**config.mk**
```make
export PLATFORM = sky130hd
export DESIGN_NAME = memory_watch_hook_filter
export DESIGN_NICKNAME = d
export VERILOG_FILES = /design/src/sv/mwhf_pkg.sv /design/src/sv/mwhf_cell.sv /design/src/sv/mwhf_chain.sv /design/src/sv/memory_watch_hook_filter.sv
export SDC_FILE = /design/constraint.sdc
export NUM_CORES = 2
export LEC_CHECK = 0
export BUFFER_PORTS_ARGS = -buffer_cell sky130_fd_sc_hd__buf_2
export CAP_MARGIN = 20
export CORE_UTILIZATION = 35
export CTS_BUF_LIST = sky130_fd_sc_hd__clkbuf_2
export DETAILED_ROUTE_END_ITERATION = 12
export PLACE_DENSITY = 0.51
export SLEW_MARGIN = 15
export SYNTH_ARGS = -nofsm -noshare
export SYNTH_HDL_FRONTEND = slang
export SYNTH_SLANG_ARGS = --single-unit
```
**constraint.sdc**
```tcl
create_clock -name clk_i -period 3.8 [get_ports clk_i]
set_input_delay 0.57 -clock clk_i [delete_from_list [all_inputs] [get_ports clk_i]]
set_output_delay 0.57 -clock clk_i [all_outputs]
set_load 0.1 [all_outputs]
```
**src/sv/mwhf_pkg.sv**
```systemverilog
// ----------------------------------------------------------------------------
// mwhf_pkg
// Shared types and constants of the memory watch hook filter.
// ----------------------------------------------------------------------------
package mwhf_pkg;

  localparam int unsigned MAX_WATCHES = 64;
  localparam int unsigned HOOK_KINDS  = 3;

  localparam int unsigned ADDR_W  = 16;
  localparam int unsigned KIND_W  = 2;
  localparam int unsigned SIZE_W  = 5;
  localparam int unsigned VALUE_W = 8;
  localparam int unsigned END_W   = ADDR_W + 1;

  typedef enum logic [1:0] {
    CMD_CLEAR = 2'd0,
    CMD_ADD   = 2'd1,
    CMD_CHECK = 2'd2,
    CMD_NONE  = 2'd3
  } cmd_e;

  // Token that walks the row of cells, one cell per cycle.
  typedef struct packed {
    logic                vld;
    cmd_e                cmd;
    logic [KIND_W-1:0]   kind;
    logic [ADDR_W-1:0]   addr;
    logic [END_W-1:0]    end_addr;
    logic                flag;
  } tok_t;

endpackage

```
**src/sv/mwhf_cell.sv**
```systemverilog
// ----------------------------------------------------------------------------
// mwhf_cell
// One watch entry: holds an address, a hook kind and a valid bit, applies the
// passing token to its entry and hands the token on to the next cell.
// ----------------------------------------------------------------------------
module mwhf_cell
  import mwhf_pkg::*;
(
  input  logic clk_i,
  input  logic rst_ni,
  input  tok_t tok_i,
  output tok_t tok_o
);

  logic              valid_q, valid_d;
  logic [ADDR_W-1:0] addr_q;
  logic [KIND_W-1:0] kind_q;
  tok_t              tok_q, tok_d;
  logic              wr_en;
  logic              kind_match;
  logic              in_range;

  always_comb begin
    tok_d      = tok_i;
    valid_d    = valid_q;
    wr_en      = 1'b0;
    kind_match = valid_q && (kind_q == tok_i.kind);
    in_range   = (addr_q >= tok_i.addr) && (END_W'(addr_q) < tok_i.end_addr);
    if (tok_i.vld) begin
      unique case (tok_i.cmd)
        CMD_CLEAR: begin
          if (kind_match) begin
            valid_d = 1'b0;
          end
        end
        CMD_ADD: begin
          // The first free cell along the row takes the address.
          if (!valid_q && !tok_i.flag) begin
            wr_en      = 1'b1;
            valid_d    = 1'b1;
            tok_d.flag = 1'b1;
          end
        end
        CMD_CHECK: begin
          if (kind_match && in_range) begin
            tok_d.flag = 1'b1;
          end
        end
        CMD_NONE: begin
        end
        default: begin
        end
      endcase
    end
  end

  always_ff @(posedge clk_i or negedge rst_ni) begin
    if (!rst_ni) begin
      valid_q <= 1'b0;
      tok_q   <= '0;
    end else begin
      valid_q <= valid_d;
      tok_q   <= tok_d;
    end
  end

  always_ff @(posedge clk_i) begin
    if (wr_en) begin
      addr_q <= tok_i.addr;
      kind_q <= tok_i.kind;
    end
  end

  assign tok_o = tok_q;

endmodule

```
**src/sv/mwhf_chain.sv**
```systemverilog
// ----------------------------------------------------------------------------
// mwhf_chain
// Row of watch cells; the token enters at cell zero and leaves after the
// last cell with its flag settled.
// ----------------------------------------------------------------------------
module mwhf_chain
  import mwhf_pkg::*;
(
  input  logic clk_i,
  input  logic rst_ni,
  input  tok_t tok_i,
  output tok_t tok_o
);

  tok_t link [MAX_WATCHES+1];

  assign link[0] = tok_i;

  for (genvar g = 0; g < MAX_WATCHES; g++) begin : g_cell
    mwhf_cell u_cell (
      .clk_i (clk_i),
      .rst_ni(rst_ni),
      .tok_i (link[g]),
      .tok_o (link[g+1])
    );
  end

  assign tok_o = link[MAX_WATCHES];

endmodule

```
**src/sv/memory_watch_hook_filter.sv**
```systemverilog
// ----------------------------------------------------------------------------
// memory_watch_hook_filter
// Watchpoint filter: keeps watched byte addresses per hook kind and reports
// accesses that touch a watched byte of their kind.
// ----------------------------------------------------------------------------
//  Channel   Handshake            Fields
//  command   start / busy         cmd_i hook_kind_i address_i access_size_i
//                                 access_value_i
//  result    result_valid_o       hit_o table_full_o hit_address_o
//                                 hit_size_o hit_value_o hit_kind_o
//
// The result strobe comes once the token has passed the input register, each cell
// of the row in turn and the result register.
// busy is high from the accepting edge until the result cycle, in which a new
// item may already be started. Reset clears all valid bits at once, so the block
// takes items right after reset. The receiver cannot stall results.
// ----------------------------------------------------------------------------
module memory_watch_hook_filter
  import mwhf_pkg::*;
(
  input  logic               clk_i,
  input  logic               rst_ni,
  input  logic               start,
  output logic               busy,
  input  logic [1:0]         cmd_i,
  input  logic [KIND_W-1:0]  hook_kind_i,
  input  logic [ADDR_W-1:0]  address_i,
  input  logic [SIZE_W-1:0]  access_size_i,
  input  logic [VALUE_W-1:0] access_value_i,
  output logic               result_valid_o,
  output logic               hit_o,
  output logic               table_full_o,
  output logic [ADDR_W-1:0]  hit_address_o,
  output logic [SIZE_W-1:0]  hit_size_o,
  output logic [VALUE_W-1:0] hit_value_o,
  output logic [KIND_W-1:0]  hit_kind_o
);

  logic               accept;
  logic               busy_q, busy_d;
  tok_t               tok_in_q, tok_in_d;
  tok_t               tok_out;
  logic [ADDR_W-1:0]  addr_q;
  logic [SIZE_W-1:0]  size_q;
  logic [VALUE_W-1:0] value_q;
  logic [KIND_W-1:0]  kind_q;
  logic               kind_ok;
  logic               res_vld_q, res_vld_d;
  logic               hit_q, hit_d;
  logic               full_q, full_d;
  logic [ADDR_W-1:0]  hit_addr_q, hit_addr_d;
  logic [SIZE_W-1:0]  hit_size_q, hit_size_d;
  logic [VALUE_W-1:0] hit_value_q, hit_value_d;
  logic [KIND_W-1:0]  hit_kind_q, hit_kind_d;

  assign accept  = start && !busy_q;
  assign kind_ok = (KIND_W+1)'(hook_kind_i) < (KIND_W+1)'(HOOK_KINDS);

  always_comb begin
    tok_in_d          = '0;
    tok_in_d.vld      = accept;
    // An item of an unknown hook kind walks the row without effect.
    tok_in_d.cmd      = kind_ok ? cmd_e'(cmd_i) : CMD_NONE;
    tok_in_d.kind     = hook_kind_i;
    tok_in_d.addr     = address_i;
    tok_in_d.end_addr = END_W'(address_i) + END_W'(access_size_i);
    tok_in_d.flag     = 1'b0;
  end

  mwhf_chain u_chain (
    .clk_i (clk_i),
    .rst_ni(rst_ni),
    .tok_i (tok_in_q),
    .tok_o (tok_out)
  );

  always_comb begin
    busy_d      = busy_q;
    if (accept) begin
      busy_d = 1'b1;
    end else if (tok_out.vld) begin
      busy_d = 1'b0;
    end
    res_vld_d   = tok_out.vld;
    hit_d       = tok_out.vld && (tok_out.cmd == CMD_CHECK) && tok_out.flag;
    full_d      = tok_out.vld && (tok_out.cmd == CMD_ADD) && !tok_out.flag;
    hit_addr_d  = hit_d ? addr_q  : '0;
    hit_size_d  = hit_d ? size_q  : '0;
    hit_value_d = hit_d ? value_q : '0;
    hit_kind_d  = hit_d ? kind_q  : '0;
  end

  always_ff @(posedge clk_i or negedge rst_ni) begin
    if (!rst_ni) begin
      busy_q    <= 1'b0;
      tok_in_q  <= '0;
      res_vld_q <= 1'b0;
      hit_q     <= 1'b0;
      full_q    <= 1'b0;
    end else begin
      busy_q    <= busy_d;
      tok_in_q  <= tok_in_d;
      res_vld_q <= res_vld_d;
      hit_q     <= hit_d;
      full_q    <= full_d;
    end
  end

  always_ff @(posedge clk_i) begin
    if (accept) begin
      addr_q  <= address_i;
      size_q  <= access_size_i;
      value_q <= access_value_i;
      kind_q  <= hook_kind_i;
    end
    hit_addr_q  <= hit_addr_d;
    hit_size_q  <= hit_size_d;
    hit_value_q <= hit_value_d;
    hit_kind_q  <= hit_kind_d;
  end

  assign busy           = busy_q;
  assign result_valid_o = res_vld_q;
  assign hit_o          = hit_q;
  assign table_full_o   = full_q;
  assign hit_address_o  = hit_addr_q;
  assign hit_size_o     = hit_size_q;
  assign hit_value_o    = hit_value_q;
  assign hit_kind_o     = hit_kind_q;

`ifndef NO_ASSERTIONS
  a_accept_busy: assert property (@(posedge clk_i) disable iff (!rst_ni)
    accept |=> busy_q)
    else $error("busy not raised after an accepted item");

  a_result_idle: assert property (@(posedge clk_i) disable iff (!rst_ni)
    res_vld_q |-> !busy_q)
    else $error("busy still high in the result cycle");

  a_exit_result: assert property (@(posedge clk_i) disable iff (!rst_ni)
    tok_out.vld |=> (res_vld_q && $past(busy_q)))
    else $error("token left the row without a pending item");

  a_hit_full: assert property (@(posedge clk_i) disable iff (!rst_ni)
    !(hit_q && full_q))
    else $error("hit and table_full raised together");

  a_flag_strobe: assert property (@(posedge clk_i) disable iff (!rst_ni)
    (hit_q || full_q) |-> res_vld_q)
    else $error("result flag outside the result strobe");
`endif

endmodule

```
== Yosys cells after proc, flatten, opt, wreduce, memory -nomap -nowiden ==
Cells that the tools add are included.
Cells by class
  add/subtract/negate cells: 1
  order comparisons: 129
  equal/unequal tests: 321
  muxes and demuxes: 641
  reduce and logical (&&, ||, !) cells: 581
Operators by type and width (count)
  16-bit by 17-bit less-than comparator with 1-bit output: 64
  16-bit >= comparator: 64
  1-bit 2-to-1 mux: 512
  1-bit logical AND: 260
  1-bit one-hot mux with 2 select lines: 128
  2-bit != test (second input constant): 127
  4-bit AND reduction: 63
  2-bit by 1-bit equality test with 1-bit output (second input constant): 65
  2-bit equality test (second input constant): 65
  2-bit nonzero test: 65
  2-bit equality test: 64
  1-bit zero test: 128
  2-bit zero test: 64
  16-bit by 5-bit adder with 17-bit output: 1
  3-bit AND reduction: 1
  2-bit less-than comparator (second input constant): 1
  2-bit 2-to-1 mux: 1
Word-level totals
  register bits after elaboration: 3781
  bits of input ports: 36
  output and inout bits: 35
  logic and storage cells: 2263

== Depth between registers and ports, before layout ==
  depth in word-level cells: 6
  mapped depth: 9
  depth with buffers taken out: 9

== Modules after synthesis ==
A second synthesis with hierarchy kept.
Second synthesis, totals
  cells, all modules: 11911
  area total of the unflattened synthesis: 163028.9 um^2
Modules (own cells, without submodules)
  mwhf_cell: instances 64, cells each 183, area each 2496.1 um^2, sequential area each 1541.5 um^2
  memory_watch_hook_filter: instances 1, cells each 199, area each 3275.6 um^2, sequential area each 2602.5 um^2

== Worst setup path after synthesis ==
Ideal clock, no wire load.
  kind: reg-to-reg
  from: register u_chain.g_cell[29].u_cell.tok_q (netlist bit u_chain.g_cell[29].u_cell.tok_o[37])
  to: register u_chain.g_cell[30].u_cell.addr_q[0], enable pin
  library setup time: 0.440 ns
  arrival: 2.473 ns
  data required time: 3.360 ns
  path slack: 0.888 ns
  cell stages (with the launch flop): 4
  path buffers: 0
  period minus slack after synthesis: 2.912 ns
  cell sequence: dfrtp_1 > inv_1 > ha_1 > nor4bb_1
Between the ends
  word-level cells in the longest chain between the ends: 3
Ends and longest elaborated chain
  start, declared: RTL line mwhf_cell.sv:18  | tok_t tok_q, tok_d;
  start signal, assigned: RTL line mwhf_cell.sv:63  | tok_q <= tok_d;
  2-bit by 1-bit equality test with 1-bit output: RTL line mwhf_cell.sv:30  | unique case (tok_i.cmd)
  1-bit 2-to-1 mux: RTL line mwhf_cell.sv:30
  1-bit 2-to-1 mux: RTL line mwhf_cell.sv:29  | if (tok_i.vld) begin
  net u_chain.g_cell[30].u_cell.wr_en: RTL line mwhf_cell.sv:19  | logic wr_en;
  end signal, assigned: RTL line mwhf_cell.sv:69  | addr_q <= tok_i.addr;
  end, declared: RTL line mwhf_cell.sv:16  | logic [ADDR_W-1:0] addr_q;
The timed path passes the listed nets, and every way through them passes these cells.
A chain may end at the register's enable or synchronous reset.

==> flow_metrics.tcl <==
set metrics [dict create \
    grt_use_met1 0.194 \
    dieArea_um2 456000 \
    clockBufferDepth 4 \
    grt_use_met3 0.0253 \
    syn_nets 14200 \
    worst_path_most_repeated_cell "dlygate4sd3_1" \
    synthFlopType "dfrtp_1" \
    setup_slack_ns -0.114 \
    total_power_w 0.0769 \
    seq_power_share 0.584 \
    skew_ns 0.166 \
    clkSlewWorstSetupHoldPaths_ns 0.10 \
    die_x_um 675 \
    cts.htree.levels 6 \
    status "finished, violations left" \
    io_pins 71 \
    hold_violations 0 \
    whs_ns 0.257 \
    drv_slew 0 \
    grt_use_met2 0.238 \
    netlist_area_um2 159000 \
    grtUsageTotal 0.145 \
    comb_power_share 0.053 \
    ys_seq_elements 3781 \
    grt_antenna_before_repair 10 \
    drc 0 \
    grt_max_degree 128 \
    power_density_nw_per_um2 430 \
    place.gp.congestion 0.777 \
    peakVddDrop_v 0.000279 \
    crit_buf_inv 9 \
    async_flop_share 0.679 \
    critPathTopFamily "buffers and inverters" \
    fin_crit_ns 3.91 \
    ys_types 60 \
    syn_area_per_cell_um2 13.2 \
    cp_slowest_stage_delay_ns 0.60 \
    grt-ovfl-total 0 \
    postCtsSetupBuffers 0 \
    syn-instance-count 12000 \
    final_nets 15500 \
    finalCritPeriodShare 1.03 \
    layout.cells.non_filler 20100 \
    core_area_um2 450000 \
    yosysTopAreaCellShare 0.405 \
    p_clk_frac 0.364 \
    drive_above_1_share 0.126 \
    portBuffers 70 \
    netSwitchingFraction 0.269 \
    critical_path.slowest_cell "dlygate4sd3_1" \
    cts_root_buf "clkbuf_2" \
    setup_viol 2 \
    crit_path_cell_trace "dlygate4sd3_1 > dlygate4sd3_1 > dlygate4sd3_1 > buf_2 > dlygate4sd3_1 > ha_2 > inv_1 > fa_2 > nor2b_1 > o21a_1 > o21ai_0 > dlygate4sd3_1 > nand2_2 > nand4_1 > dlygate4sd3_1 > xnor2_1 > dlygate4sd3_1" \
    tightest_slew_ns 1.09 \
    grt_pass1_vias 95700 \
    busiest_layer "met2" \
    vias_per_cell 4.47 \
    fmax_mhz 256 \
    routedWlPerCell_um 16.1 \
    synth_warnings 0 \
    start_util 0.352 \
    synthTopCellsByArea "dfrtp_1, edfxtp_1, ha_1" \
    synth_top_cell_by_area "dfrtp_1" \
    cts_tree "done" \
    p_sw_w 0.0207 \
    grt_pass1_wl_um 528000 \
    drtIter0Drc 4038 \
    crit_path_end_kind "register" \
    clock_sinks 3781 \
    relSlewSlack 0.276 \
    ant_nets 0 \
    worst_ep_required_time_ns 5.77 \
    layout-area-overhead-vs-synth_pct 12.7 \
    arrival_ns 5.89 \
    startpoint_type "primary input" \
    p_int_w 0.0562 \
    dp_hpwl_um 236000 \
    rsz0062_at_grt "no" \
    dr.pass1.iters 5 \
    clock_latency_ns 2.18 \
    worstPathMaxFanout 3 \
    hp-class "register to register" \
    p_leak_nw 84.8 \
    path_class "primary input to register" \
    wl_um 323000 \
    final_core_util 0.397 \
    rows 246 \
    num_vias 89900 \
    synth_edf_count 1183 \
    numCtsBuffers 959 \
    violations "setup timing" \
    maxCapViolCount 0 \
    die_h_um 675 \
    dp.cells 18100 \
    synth-seq-area-share 0.633 \
]
[what timing repair did]
item                                    in CTS  in global routing
endpoints found under the setup margin      32                  2
hold endpoints to repair                  2668                  0
gates resized for setup                     37                  3
hold buffers                               152                  0
[final cells by class]
cell class	instances	area (um^2)
diodes	17	42.5
clock buffers	1426	7140
clock inverters	385	2030
fillers	43300	271000
inverters	2305	8650
multi-input cells	5910	49900
flip-flops and latches	3781	100000
well taps	5952	7450
repair buffers	330	3160
[logic make-up after synthesis]
family,Yosys count,share of synthesized area
AND/OR/NAND/NOR,1688,0.0568
buffers and inverters,2308,0.0546
XOR/XNOR,142,0.00784
adder cells (fa/ha/maj),2182,0.172
flip-flops,3781,0.633
AO/OA/AOI/OAI,1898,0.0754
[placed cells by master, fill, tap and decap left out, drive strengths merged, types with 49 or more instances in the layout]
| cell type | n |
|---|---|
| dfrtp | 2567 |
| inv | 2332 |
| ha | 2181 |
| clkbuf | 1426 |
| edfxtp | 1183 |
| a21oi | 631 |
| nand2 | 423 |
| nor2 | 408 |
| o21ai | 390 |
| clkinv | 339 |
| a21o | 289 |
| buf | 180 |
| dlygate4sd3 | 150 |
| nand3 | 147 |
| and4 | 133 |
| a31oi | 124 |
| nand4 | 106 |
| nor3 | 94 |
| o31ai | 86 |
| xor2 | 84 |
| nor2b | 81 |
| a2111oi | 68 |
| xnor2 | 58 |
| nor4 | 53 |
| a41oi | 49 |
| o22ai | 49 |
[metrics by stage]
stage / cell area [um^2] / worst slack (ns) / TNS (ns)
floorplan: 159000 / 0.888 / 0
global placement: 168000 / 1.26 / 0
detailed placement: 168000 / 1.28 / 0
CTS: 179000 / -0.0342 / -0.0342
global route: 179000 / 0.00574 / 0
finish: 179000 / -0.114 / -0.202
[registers in the layout (all words and copies together), names as in the netlist, 8 cells and up]
register,count
tok_in_q,38
value_q,8
hit_address_o,16
u_chain.g_cell.u_cell.tok_o,2461
u_chain.g_cell.u_cell.kind_q,128
u_chain.g_cell.u_cell.valid_q,64
addr_q,16
hit_value_o,8
u_chain.g_cell.u_cell.addr_q,1024
[path summary, 6_finish.rpt]
kind | start | end | slack (ns) | cells after the start
setup / recovery | access_size_i[0] | tok_in_q[9]$_DFF_PN0_ | -0.11 | 17
hold reg to reg | u_chain.g_cell[29].u_cell.tok_o[13]$_DFF_PN0_ | u_chain.g_cell[30].u_cell.tok_o[13]$_DFF_PN0_ | 0.26 | 0
hold / removal | u_chain.g_cell[29].u_cell.tok_o[13]$_DFF_PN0_ | u_chain.g_cell[30].u_cell.tok_o[13]$_DFF_PN0_ | 0.26 | 0
max in group asynchronous | rst_ni | u_chain.g_cell[14].u_cell.tok_o[16]$_DFF_PN0_ | 1.58 | 8
setup reg to reg | u_chain.g_cell[48].u_cell.tok_o[18]$_DFF_PN0_ | u_chain.g_cell[49].u_cell.tok_o[0]$_DFF_PN0_ | 1.14 | 7
min in group asynchronous | rst_ni | u_chain.g_cell[41].u_cell.tok_o[32]$_DFF_PN0_ | 0.95 | 6
[power groups by stage]
stage          clock (W)  combinational, W  sequential [W]
4_1_cts           0.0296           0.00416          0.0450
3_3_place_gp           0           0.00394          0.0458
5_1_grt           0.0317           0.00487          0.0451
6_report          0.0279           0.00405          0.0449
2_1_floorplan          0           0.00254          0.0449
3_5_place_dp           0           0.00400          0.0458
[cells in the mapped netlist, drive strengths merged (53+ instances only)]
cell / count
dfrtp: 2567
inv: 2305
ha: 2181
edfxtp: 1183
a21oi: 631
nand2: 423
nor2: 408
o21ai: 390
a21o: 289
nand3: 147
and4: 133
a31oi: 124
nand4: 106
nor3: 94
o31ai: 86
xor2: 84
nor2b: 81
a2111oi: 68
xnor2: 58
nor4: 53
[metal layers]
layer / share of wire / wire, um / vias up
met1: 0.47 / 152000 / 43300
met3: 0.036 / 11700 / 573
met4: 0.023 / 7500 / 12
met5: 0.00024 / 76 / -
li1: - / - / 44700
met2: 0.47 / 152000 / 1325
Power figures use the tool's default switching activity.
